$ cat src/hdl/pdt_pkg.sv
// ----------------------------------------------------------------------------
// pdt_pkg - path data tokenizer shared definitions
// Token kinds, scan modes, character classes and the number scanner step.
// ----------------------------------------------------------------------------
package pdt_pkg;

    // First byte offset at which a non-NUL byte is refused as too long
    localparam logic [15:0] MAX_OFFSET = 16'hFFFF;

    // Result queue geometry
    localparam int FIFO_DEPTH = 4;
    localparam int PTR_W      = $clog2(FIFO_DEPTH);
    localparam int CNT_W      = $clog2(FIFO_DEPTH + 1);

    // Character codes
    localparam logic [7:0] CH_NUL   = 8'h00;
    localparam logic [7:0] CH_SPACE = 8'h20;
    localparam logic [7:0] CH_TAB   = 8'h09;
    localparam logic [7:0] CH_CR    = 8'h0D;
    localparam logic [7:0] CH_LF    = 8'h0A;
    localparam logic [7:0] CH_COMMA = 8'h2C;
    localparam logic [7:0] CH_DOT   = 8'h2E;
    localparam logic [7:0] CH_LO_E  = 8'h65;
    localparam logic [7:0] CH_UP_E  = 8'h45;
    localparam logic [7:0] CH_MINUS = 8'h2D;
    localparam logic [7:0] CH_PLUS  = 8'h2B;
    localparam logic [7:0] CH_ZERO  = 8'h30;
    localparam logic [7:0] CH_NINE  = 8'h39;
    localparam logic [7:0] CH_LO_A  = 8'h61;
    localparam logic [7:0] CH_LO_Z  = 8'h7A;
    localparam logic [7:0] CH_UP_A  = 8'h41;
    localparam logic [7:0] CH_UP_Z  = 8'h5A;

    typedef enum logic [2:0] {
        KIND_CMD   = 3'd0,
        KIND_NUM   = 3'd1,
        KIND_COMMA = 3'd2,
        KIND_END   = 3'd3,
        KIND_ERR   = 3'd4
    } t_kind;

    typedef enum logic [7:0] {
        MODE_IDLE    = 8'b0000_0001,
        MODE_SIGN    = 8'b0000_0010,
        MODE_INT     = 8'b0000_0100,
        MODE_DOT     = 8'b0000_1000,
        MODE_FRAC    = 8'b0001_0000,
        MODE_EXP     = 8'b0010_0000,
        MODE_EXPSIGN = 8'b0100_0000,
        MODE_EXPDIG  = 8'b1000_0000
    } t_mode;

    typedef struct packed {
        t_kind       kind;
        logic [15:0] start_pos;
        logic [15:0] token_len;
        logic [7:0]  letter;
        logic        last;
    } t_result;

    // Outcome of one byte inside an open number
    typedef struct packed {
        t_mode mode;
        logic  term;
        logic  err;
    } t_step;

    function automatic logic is_ws(input logic [7:0] c);
        return (c == CH_SPACE) || (c == CH_TAB) || (c == CH_CR) || (c == CH_LF);
    endfunction

    function automatic logic is_digit(input logic [7:0] c);
        return (c >= CH_ZERO) && (c <= CH_NINE);
    endfunction

    function automatic logic is_alpha(input logic [7:0] c);
        return ((c >= CH_LO_A) && (c <= CH_LO_Z)) || ((c >= CH_UP_A) && (c <= CH_UP_Z));
    endfunction

    function automatic logic is_sign(input logic [7:0] c);
        return (c == CH_MINUS) || (c == CH_PLUS);
    endfunction

    function automatic logic is_exp(input logic [7:0] c);
        return (c == CH_LO_E) || (c == CH_UP_E);
    endfunction

    function automatic logic is_term(input logic [7:0] c);
        return is_ws(c) || (c == CH_COMMA) || (c == CH_NUL);
    endfunction

    // Advance an open number by one byte
    function automatic t_step number_next(input t_mode mode, input logic [7:0] c);
        t_step s;
        s = '{mode: mode, term: 1'b0, err: 1'b0};
        unique case (mode)
            MODE_SIGN: begin
                if (is_digit(c)) s.mode = MODE_INT;
                else             s.err  = 1'b1;
            end
            MODE_DOT: begin
                if (is_digit(c)) s.mode = MODE_FRAC;
                else             s.err  = 1'b1;
            end
            MODE_EXPSIGN: begin
                if (is_digit(c)) s.mode = MODE_EXPDIG;
                else             s.err  = 1'b1;
            end
            MODE_EXP: begin
                if (is_digit(c))     s.mode = MODE_EXPDIG;
                else if (is_sign(c)) s.mode = MODE_EXPSIGN;
                else                 s.err  = 1'b1;
            end
            MODE_INT: begin
                if (is_digit(c))      s.mode = MODE_INT;
                else if (c == CH_DOT) s.mode = MODE_DOT;
                else if (is_exp(c))   s.mode = MODE_EXP;
                else if (is_term(c))  s.term = 1'b1;
                else                  s.err  = 1'b1;
            end
            MODE_FRAC: begin
                if (is_digit(c))     s.mode = MODE_FRAC;
                else if (is_exp(c))  s.mode = MODE_EXP;
                else if (is_term(c)) s.term = 1'b1;
                else                 s.err  = 1'b1;
            end
            MODE_EXPDIG: begin
                if (is_digit(c))     s.mode = MODE_EXPDIG;
                else if (is_term(c)) s.term = 1'b1;
                else                 s.err  = 1'b1;
            end
            default: begin
                s.err = 1'b1;
            end
        endcase
        return s;
    endfunction

endpackage

$ cat src/hdl/path_data_tokenizer.sv
// ----------------------------------------------------------------------------
// path_data_tokenizer - streaming lexer for path data strings
// Takes one byte per transfer and emits command, number, comma, end and
// error tokens through a small result queue.
// ----------------------------------------------------------------------------
//
//  channel | direction | handshake                  | payload
//  --------+-----------+----------------------------+-------------------------
//  in      | input     | i_in_valid / o_in_ready    | i_ch
//  out     | output    | o_out_valid / i_out_ready  | o_kind, o_start_pos,
//          |           |                            | o_token_len, o_letter,
//          |           |                            | o_last
//
//  A byte is scanned in the cycle it is taken; its results are in the
//  four-entry result queue by the next cycle. One byte per cycle is taken
//  while the queue holds at most two results, and one-result bytes keep that
//  rate unless the output stalls; a byte that gives two results (a number
//  closed by a comma or NUL) needs two output transfers, which the output
//  port sets. Synchronous reset empties the queue and returns the scanner to
//  the idle mode at offset zero. A stall on the output only holds the queue;
//  the scanner keeps taking bytes until fewer than two entries are free.
//
module path_data_tokenizer (
    input  logic        i_clk,
    input  logic        i_rst_n,
    input  logic        i_in_valid,
    output logic        o_in_ready,
    input  logic [7:0]  i_ch,
    output logic        o_out_valid,
    input  logic        i_out_ready,
    output logic [2:0]  o_kind,
    output logic [15:0] o_start_pos,
    output logic [15:0] o_token_len,
    output logic [7:0]  o_letter,
    output logic        o_last
);

    // Scanner state
    pdt_pkg::t_mode r_mode, n_mode;
    logic [15:0]    r_pos, n_pos;
    logic [15:0]    r_nstart, n_nstart;
    logic           r_halt, n_halt;

    // Result queue
    pdt_pkg::t_result                 r_fifo [pdt_pkg::FIFO_DEPTH];
    logic [pdt_pkg::PTR_W-1:0]        r_wr_ptr, r_rd_ptr;
    logic [pdt_pkg::CNT_W-1:0]        r_count;

    logic             in_acc, out_acc;
    logic             push0, push1;
    pdt_pkg::t_result res0, res1;
    pdt_pkg::t_step   step;
    logic             in_number;
    logic [15:0]      err_start;
    logic [16:0]      err_len;
    logic [pdt_pkg::CNT_W-1:0] push_cnt;

    // Accept while at least two queue entries are free
    assign o_in_ready = (r_count <= pdt_pkg::CNT_W'(pdt_pkg::FIFO_DEPTH - 2));
    assign in_acc     = i_in_valid && o_in_ready;
    assign out_acc    = o_out_valid && i_out_ready;
    assign in_number  = (r_mode != pdt_pkg::MODE_IDLE);
    assign step       = pdt_pkg::number_next(r_mode, i_ch);
    assign err_start  = in_number ? r_nstart : r_pos;
    assign err_len    = {1'b0, r_pos} - {1'b0, err_start} + 17'd1;

    // Scan one byte: next state and up to two results
    always_comb begin
        n_mode   = r_mode;
        n_pos    = r_pos;
        n_nstart = r_nstart;
        n_halt   = r_halt;
        push0    = 1'b0;
        push1    = 1'b0;
        res0     = '{kind: pdt_pkg::KIND_ERR, start_pos: r_pos, token_len: 16'd0,
                     letter: 8'd0, last: 1'b1};
        res1     = '{kind: pdt_pkg::KIND_END, start_pos: r_pos, token_len: 16'd0,
                     letter: 8'd0, last: 1'b1};
        if (in_acc) begin
            priority if (r_halt) begin
                // drop bytes until the string ends
                if (i_ch == pdt_pkg::CH_NUL) begin
                    n_halt = 1'b0;
                end
            end else if (i_ch != pdt_pkg::CH_NUL && r_pos >= pdt_pkg::MAX_OFFSET) begin
                // string too long
                push0           = 1'b1;
                res0.start_pos  = err_start;
                res0.token_len  = err_len[15:0];
                n_halt          = 1'b1;
                n_mode          = pdt_pkg::MODE_IDLE;
            end else if (!in_number) begin
                priority if (i_ch == pdt_pkg::CH_NUL) begin
                    push0       = 1'b1;
                    res0.kind   = pdt_pkg::KIND_END;
                end else if (pdt_pkg::is_ws(i_ch)) begin
                    push0 = 1'b0;
                end else if (pdt_pkg::is_alpha(i_ch)) begin
                    push0          = 1'b1;
                    res0.kind      = pdt_pkg::KIND_CMD;
                    res0.token_len = 16'd1;
                    res0.letter    = i_ch;
                end else if (i_ch == pdt_pkg::CH_COMMA) begin
                    push0          = 1'b1;
                    res0.kind      = pdt_pkg::KIND_COMMA;
                    res0.token_len = 16'd1;
                end else if (pdt_pkg::is_digit(i_ch) || pdt_pkg::is_sign(i_ch)) begin
                    n_nstart = r_pos;
                    n_mode   = pdt_pkg::is_digit(i_ch) ? pdt_pkg::MODE_INT
                                                       : pdt_pkg::MODE_SIGN;
                end else begin
                    // stray byte
                    push0          = 1'b1;
                    res0.token_len = 16'd1;
                    n_halt         = 1'b1;
                end
            end else begin
                priority if (step.term) begin
                    push0          = 1'b1;
                    res0.kind      = pdt_pkg::KIND_NUM;
                    res0.start_pos = r_nstart;
                    res0.token_len = r_pos - r_nstart;
                    n_mode         = pdt_pkg::MODE_IDLE;
                    if (i_ch == pdt_pkg::CH_COMMA) begin
                        push1          = 1'b1;
                        res1.kind      = pdt_pkg::KIND_COMMA;
                        res1.token_len = 16'd1;
                    end else if (i_ch == pdt_pkg::CH_NUL) begin
                        push1 = 1'b1;
                    end
                    res0.last = !push1;
                end else if (step.err) begin
                    push0          = 1'b1;
                    res0.start_pos = r_nstart;
                    res0.token_len = err_len[15:0];
                    n_mode         = pdt_pkg::MODE_IDLE;
                    n_halt         = (i_ch != pdt_pkg::CH_NUL);
                end else begin
                    n_mode = step.mode;
                end
            end
            // NUL rearms at offset zero; other bytes advance with saturation
            if (i_ch == pdt_pkg::CH_NUL) begin
                n_mode   = pdt_pkg::MODE_IDLE;
                n_pos    = 16'd0;
                n_nstart = 16'd0;
            end else if (r_pos < pdt_pkg::MAX_OFFSET) begin
                n_pos = r_pos + 16'd1;
            end
        end
    end

    assign push_cnt = pdt_pkg::CNT_W'(push0) + pdt_pkg::CNT_W'(push1);

    // Scanner and queue control registers
    always_ff @(posedge i_clk) begin
        if (!i_rst_n) begin
            r_mode   <= pdt_pkg::MODE_IDLE;
            r_pos    <= 16'd0;
            r_nstart <= 16'd0;
            r_halt   <= 1'b0;
            r_wr_ptr <= '0;
            r_rd_ptr <= '0;
            r_count  <= '0;
        end else begin
            r_mode   <= n_mode;
            r_pos    <= n_pos;
            r_nstart <= n_nstart;
            r_halt   <= n_halt;
            r_wr_ptr <= r_wr_ptr + pdt_pkg::PTR_W'(push_cnt);
            if (out_acc) begin
                r_rd_ptr <= r_rd_ptr + 1'b1;
            end
            r_count  <= r_count + push_cnt - pdt_pkg::CNT_W'(out_acc);
        end
    end

    // Write results into the queue
    always_ff @(posedge i_clk) begin
        if (push0) begin
            r_fifo[r_wr_ptr] <= res0;
        end
        if (push1) begin
            r_fifo[r_wr_ptr + 1'b1] <= res1;
        end
    end

    // Present the queue head
    assign o_out_valid = (r_count != '0);
    assign o_kind      = r_fifo[r_rd_ptr].kind;
    assign o_start_pos = r_fifo[r_rd_ptr].start_pos;
    assign o_token_len = r_fifo[r_rd_ptr].token_len;
    assign o_letter    = r_fifo[r_rd_ptr].letter;
    assign o_last      = r_fifo[r_rd_ptr].last;

    // Checks
    a_count_bound: assert property (@(posedge i_clk) disable iff (!i_rst_n)
        r_count <= pdt_pkg::CNT_W'(pdt_pkg::FIFO_DEPTH))
        else $error("result queue overflow");

    a_nul_rearm: assert property (@(posedge i_clk) disable iff (!i_rst_n)
        in_acc && i_ch == pdt_pkg::CH_NUL |=> r_pos == 16'd0 && r_mode == pdt_pkg::MODE_IDLE)
        else $error("NUL did not rearm scanner");

    a_halt_idle: assert property (@(posedge i_clk) disable iff (!i_rst_n)
        r_halt |-> r_mode == pdt_pkg::MODE_IDLE)
        else $error("number open while halted");

    a_halt_silent: assert property (@(posedge i_clk) disable iff (!i_rst_n)
        in_acc && r_halt |=> r_count <= $past(r_count))
        else $error("result produced while halted");

endmodule

$ cat config.mk
export PLATFORM = sky130hd
export DESIGN_NAME = path_data_tokenizer
export DESIGN_NICKNAME = d
export VERILOG_FILES = /design/src/hdl/pdt_pkg.sv /design/src/hdl/path_data_tokenizer.sv
export SDC_FILE = /design/constraint.sdc
export NUM_CORES = 1
export LEC_CHECK = 0
export BUFFER_PORTS_ARGS = -buffer_cell sky130_fd_sc_hd__buf_2
export CAP_MARGIN = 40
export CORE_MARGIN = 2
export CORE_UTILIZATION = 50
export DETAILED_ROUTE_END_ITERATION = 7
export GPL_ROUTABILITY_DRIVEN = 0
export PLACE_DENSITY_LB_ADDON = 0.12
export REMOVE_ABC_BUFFERS = 1
export SLEW_MARGIN = 20
export SYNTH_ARGS = -nofsm -noshare
export SYNTH_HDL_FRONTEND = slang
export SYNTH_SLANG_ARGS = --single-unit
export TNS_END_PERCENT = 30
$ cat constraint.sdc
create_clock -name i_clk -period 6.75 [get_ports i_clk]
set_input_delay 0.3375 -clock i_clk [delete_from_list [all_inputs] [get_ports i_clk]]
set_output_delay 0.3375 -clock i_clk [all_outputs]
set_load 0.005 [all_outputs]
# Yosys cells after proc, flatten, opt, wreduce, memory -nomap -nowiden
# Memory sizes are Yosys's and may differ from the RTL's. A register that Yosys moved wholly into a read port is not among the register bits.
# Cells that the tools add are included.
[classes]
addsub = 10
multipliers = 0
n_div = 0
order_cmp = 9
eq_ne = 32
shifts = 0
n_mux = 119
bitwise_logic = 0
n_reduce_logical = 27
[op_table]
columns = ["cell", "n"]
rows = [
  ["two-way mux 16 bit", 13],
  ["two-way mux 8 bit", 21],
  ["two-way mux 32 bit", 3],
  ["two-way mux 44 bit", 2],
  ["two-way mux 1 bit", 59],
  ["== test 8 x 6 -> 1 bit, second input constant", 6],
  ["one-hot mux 8 bit (6 select lines)", 1],
  ["adder 16 x 1 -> 16 bit, second input constant", 2],
  ["== test 8 x 4 -> 1 bit, second input constant", 4],
  ["subtractor 16 bit", 2],
  ["two-way mux 9 bit", 3],
  ["== test 8 x 7 -> 1 bit, second input constant", 3],
  ["two-way mux 3 bit", 8],
  [">= comparator 16 bit, second input constant", 1],
  [">= comparator 8 x 7 -> 1 bit, second input constant", 2],
  ["<= comparator 8 x 7 -> 1 bit, second input constant", 2],
  ["< comparator 16 bit, second input constant", 1],
  ["two-way mux 2 bit", 7],
  ["!= test 7 bit, second input constant", 2],
  ["!= test 2 x 1 -> 1 bit, second input constant", 6],
  ["!= test 4 x 3 -> 1 bit, second input constant", 3],
  ["!= test 11 x 4 -> 1 bit, second input constant", 1],
  ["AND reduction 11 bit", 1],
  ["logical OR 1 bit", 9],
  ["other kinds (28)", 35],
]
[totals]
register_bits = 48
latchBits = 0
ramBits = 176
mem_bits_ro = 0
inputBits = 12
output_inout_bits = 46
elab_cells = 205
n_memories = 1
[memory_table]
columns = ["memory", "depth", "word_bits", "rd", "rd_clocked_by_memory_dff", "wr", "line", "source"]
rows = [
  ["r_fifo", 4, 44, 1, 1, 2, "path_data_tokenizer.sv:45", "pdt_pkg::t_result r_fifo [pdt_pkg::FIFO_DEPTH];"],
]

# Depth between registers and ports, before layout
[logic_depth]
depth_word = 24
depth_mapped = 18
depth_no_buf = 16

# Worst setup path after synthesis
# Ideal clock, no wire load.
[synth_timing]
path_kind = "reg-to-reg"
from = "register r_mode[4]"
to = "memory r_fifo[0][20] in the netlist's numbering"
setup_time_ns = 0.074
arrival_time_ns = 4.168
required_ns = 6.676
slack_ns = 2.508
path_stages_with_launch = 16
n_path_buf = 2
synth_period_minus_slack_ns = 4.242
cell_sequence = "dfxtp_1 clkbuf_1 nor4_2 and4b_1 buf_1 o21ai_0 ha_1 inv_1 ha_1 fa_1 a21o_1 a221oi_1 a21oi_1 o21ai_0 or3b_2 a31oi_1"
[synth_lines]
columns = ["element", "line", "source"]
rows = [
  ["from (decl)", "path_data_tokenizer.sv:39", "pdt_pkg::t_mode r_mode, n_mode;"],
  ["from (signal assigned)", "path_data_tokenizer.sv:158", "r_mode <= pdt_pkg::MODE_IDLE;"],
  ["from (signal assigned)", "path_data_tokenizer.sv:166", "r_mode <= n_mode;"],
  ["to (decl)", "path_data_tokenizer.sv:45", ""],
]

==> results.py <==
metrics = {
    "final_layout": {
        "nNetsFinal": 1230,
        "fin_cells": 1508,
        "final_common_cell": "dfxtp_1",
        "antennaDiodeCount": 0,
        "final_cell_mix": "152 x dfxtp_1, 88 x a22o_1, 72 x edfxtp_1",
        "nFillCells": 2143,
        "final_core_utilization_pct": 55.78,
        "seq_area_um2": 5250,
        "drive_above_1_share_pct": 16.72,
        "multi_input_area_um2": 6494,
        "area_delta_synth_final_pct": 9.703,
    },
    "yosys": {
        "synth_cell_types": 88,
        "syn_area_um2": 12370,
        "synth_fa_ha_area_share_pct": 5.545,
        "synth-compound-area-share_pct": 20.91,
        "synth_xor_area_share_pct": 3.116,
        "syn_avg_cell_area_um2": 10.70,
        "synth_top_family_by_area": "compound AO/OA/AOI/OAI gates",
        "synth_edf_count": 72,
        "synth_mux_area_share_pct": 9.147,
        "synth-simple-area-share_pct": 13.71,
        "ys_ff_latch": 226,
        "async_flop_share_pct": 0,
        "postSynthCellCount": 1156,
        "ys_seq_area_share_pct": 42.42,
        "yosys_warnings": 0,
        "synth_top_flop_cell": "dfxtp_1",
    },
    "clock_network": {
        "cts-buffers-inserted": 25,
        "post_cts_resized": 0,
        "clkSinkCount": 226,
        "cts_tree": "built",
        "postCtsSetupRepairBufs": 0,
        "cts_hold_buffers": 0,
        "clkTransAtPathRegs_ps": 60,
        "cts-root-buf": "clkbuf_16",
        "cts_buffer_depth": 3,
        "h-tree-depth": 1,
        "clock_latency_ps": 530,
    },
    "sta": {
        "worst_slew_pin_slew_ps": 886.5,
        "fin_setup_tns_ps": 0,
        "relSlewSlack_pct": 40.90,
        "hold_violations": 0,
        "period_needed_ps": 4854,
        "post-route-period-util_pct": 71.91,
        "drv_slew": 0,
        "rsz0062_at_grt": "false",
        "max_freq_ghz": 0.2060,
        "final.setup_skew_ps": 20.36,
        "setup_viol": 0,
    },
    "power": {
        "power_density_nw_per_um2": 279.2,
        "p_leak_nw": 4.931,
        "ir_worst_vdd_uv": 143.9,
        "total_power_mw": 3.787,
    },
    "route": {
        "via_per_inst": 6.213,
        "drt-total-wl_mm": 31.87,
        "drc": 0,
        "drt-pass1-iter-count": 5,
        "final_antenna_net_count": 0,
        "num_vias": 9369,
        "detail_route.wl_per_cell_um": 21.13,
        "initialDrtViolationCount": 562,
    },
    "placed_design": {
        "placed_cells": 1458,
        "dp_hpwl_mm": 22.23,
        "io_buffers": 57,
    },
    "critical_path": {
        "cp.arrival_ps": 5260,
        "critPathKind": "flop to flop",
        "start_kind": "flop",
        "cp-end-kind": "flop",
        "worstPathRequired_ps": 7150,
        "path_max_fanout": 10,
    },
    "die": {
        "initial_core_util_pct": 50.85,
        "die_h_um": 161.3,
        "pin_count": 58,
        "fp.dieW_um": 161.3,
        "core-area_um2": 24320,
        "fp.dieArea_um2": 26000,
        "rows": 57,
    },
    "worst_hold_path": {
        "hold_class": "primary input to flop",
    },
    "run_status": {
        "status": "finished, final reports clean",
    },
    "grt": {
        "grt_pass1_vias": 9335,
        "grt_usage_pct": 24.92,
        "grt_pass1_wl_mm": 51.76,
        "grt_start_max_net_pins": 37,
        "grt.overflow.total": 0,
        "antenna_found_initial": 0,
    },
    "job": {
        "maxCapViolCount": 0,
    },
}
per-layer routing:
layer	GRT usage (%)	share of wire, %	wire (µm)	vias up
met3	3.467	5.1	1616	54
met4	8.117	3.2	1016	0
met2	40.21	46	14660	259
li1	-	-	-	4461
met1	34.89	46	14570	4595
met5	0	0	0	-
through the flow:
| step | setup WS, ps | cell area, µm² | hold WS [ps] |
|---|---|---|---|
| after floorplan | 2637 | 11880 | 413.7 |
| after global routing | 1417 | 13570 | 236.2 |
| final | 1896 | 13570 | 213.1 |
| after CTS | 1884 | 13520 | 208.1 |
| after detailed placement | 1919 | 12760 | 441.1 |
| after global placement | 2105 | 12650 | 441.1 |
state kept, by name, indices dropped and copies added (netlist names), named ones only:
name and count:
r_count 3, r_mode 8, r_pos 16, r_rd_ptr 2, r_wr_ptr 2, r_nstart 16, r_halt 1, r_fifo 176
Yosys cell counts (all sizes together), types with 24 or more instances:
cell type	count	area share [%]
nor2	59	2.0
a22o	88	6.2
and2	31	1.6
nand2	37	1.1
mux4	44	8.0
inv	39	1.2
xnor2	25	1.8
a32o	24	1.9
edfxtp	72	17
buf	41	2.3
nand3	54	2.3
a21oi	45	1.8
o21ai	75	3.4
clkbuf	54	1.6
ha	50	5.1
dfxtp	154	25
final cells by class:
class	instances	area share [%]
multi-input combinational	796	47.87
tap	324	2.988
clock buffer	34	5.082
sequential	226	38.70
inverter	39	1.079
timing repair buffer	77	3.754
clock inverter	12	0.5257
logic make-up (layout without fill, tap and decap cells):
group	Yosys count	in the layout
AOI/OAI and AO/OA	347	347
and+or+nand+nor	294	294
DFF	226	226
buffers and inverters	134	162
muxes	58	58
adders and majority gates	53	53
xor gates and xnor gates	44	44
worst paths after layout:
kind | slack, ps | to | startpoint | cells past startpoint
setup / recovery | 1900 | r_fifo[1][22]$_SDFFE_PP0N_ | r_mode[4]$_SDFFE_PN0P_ | 15
hold / removal | 210 | r_fifo[2][5]$_SDFFE_PP0N_ | i_ch[4] | 2
setup reg to reg | 1900 | r_fifo[1][22]$_SDFFE_PP0N_ | r_mode[4]$_SDFFE_PN0P_ | 15
hold reg to reg | 460 | r_fifo[3][14]$_SDFFE_PP0N_ | r_fifo[3][14]$_SDFFE_PP0N_ | 1
critical path: stages, from the launching register on:
cell and delay [ps]:
dfxtp_1 380, nor4_2 520, nand4b_1 630, buf_4 410, nor2_1 90, a21oi_1 50
ha_1 230, ha_1 220, fa_1 400, a21o_1 190, a221oi_1 500, a211oi_1 190
nor3_1 250, xor2_1 170, a2bb2oi_1 360, o21ai_0 130
power by group:
group | internal [mW] | total, mW | switching (mW)
clock network | 0.717 | 1.27 | 0.552
logic | 0.412 | 0.865 | 0.453
registers | 1.54 | 1.65 | 0.109
Note: power is estimated with default switching activity, not from simulation.
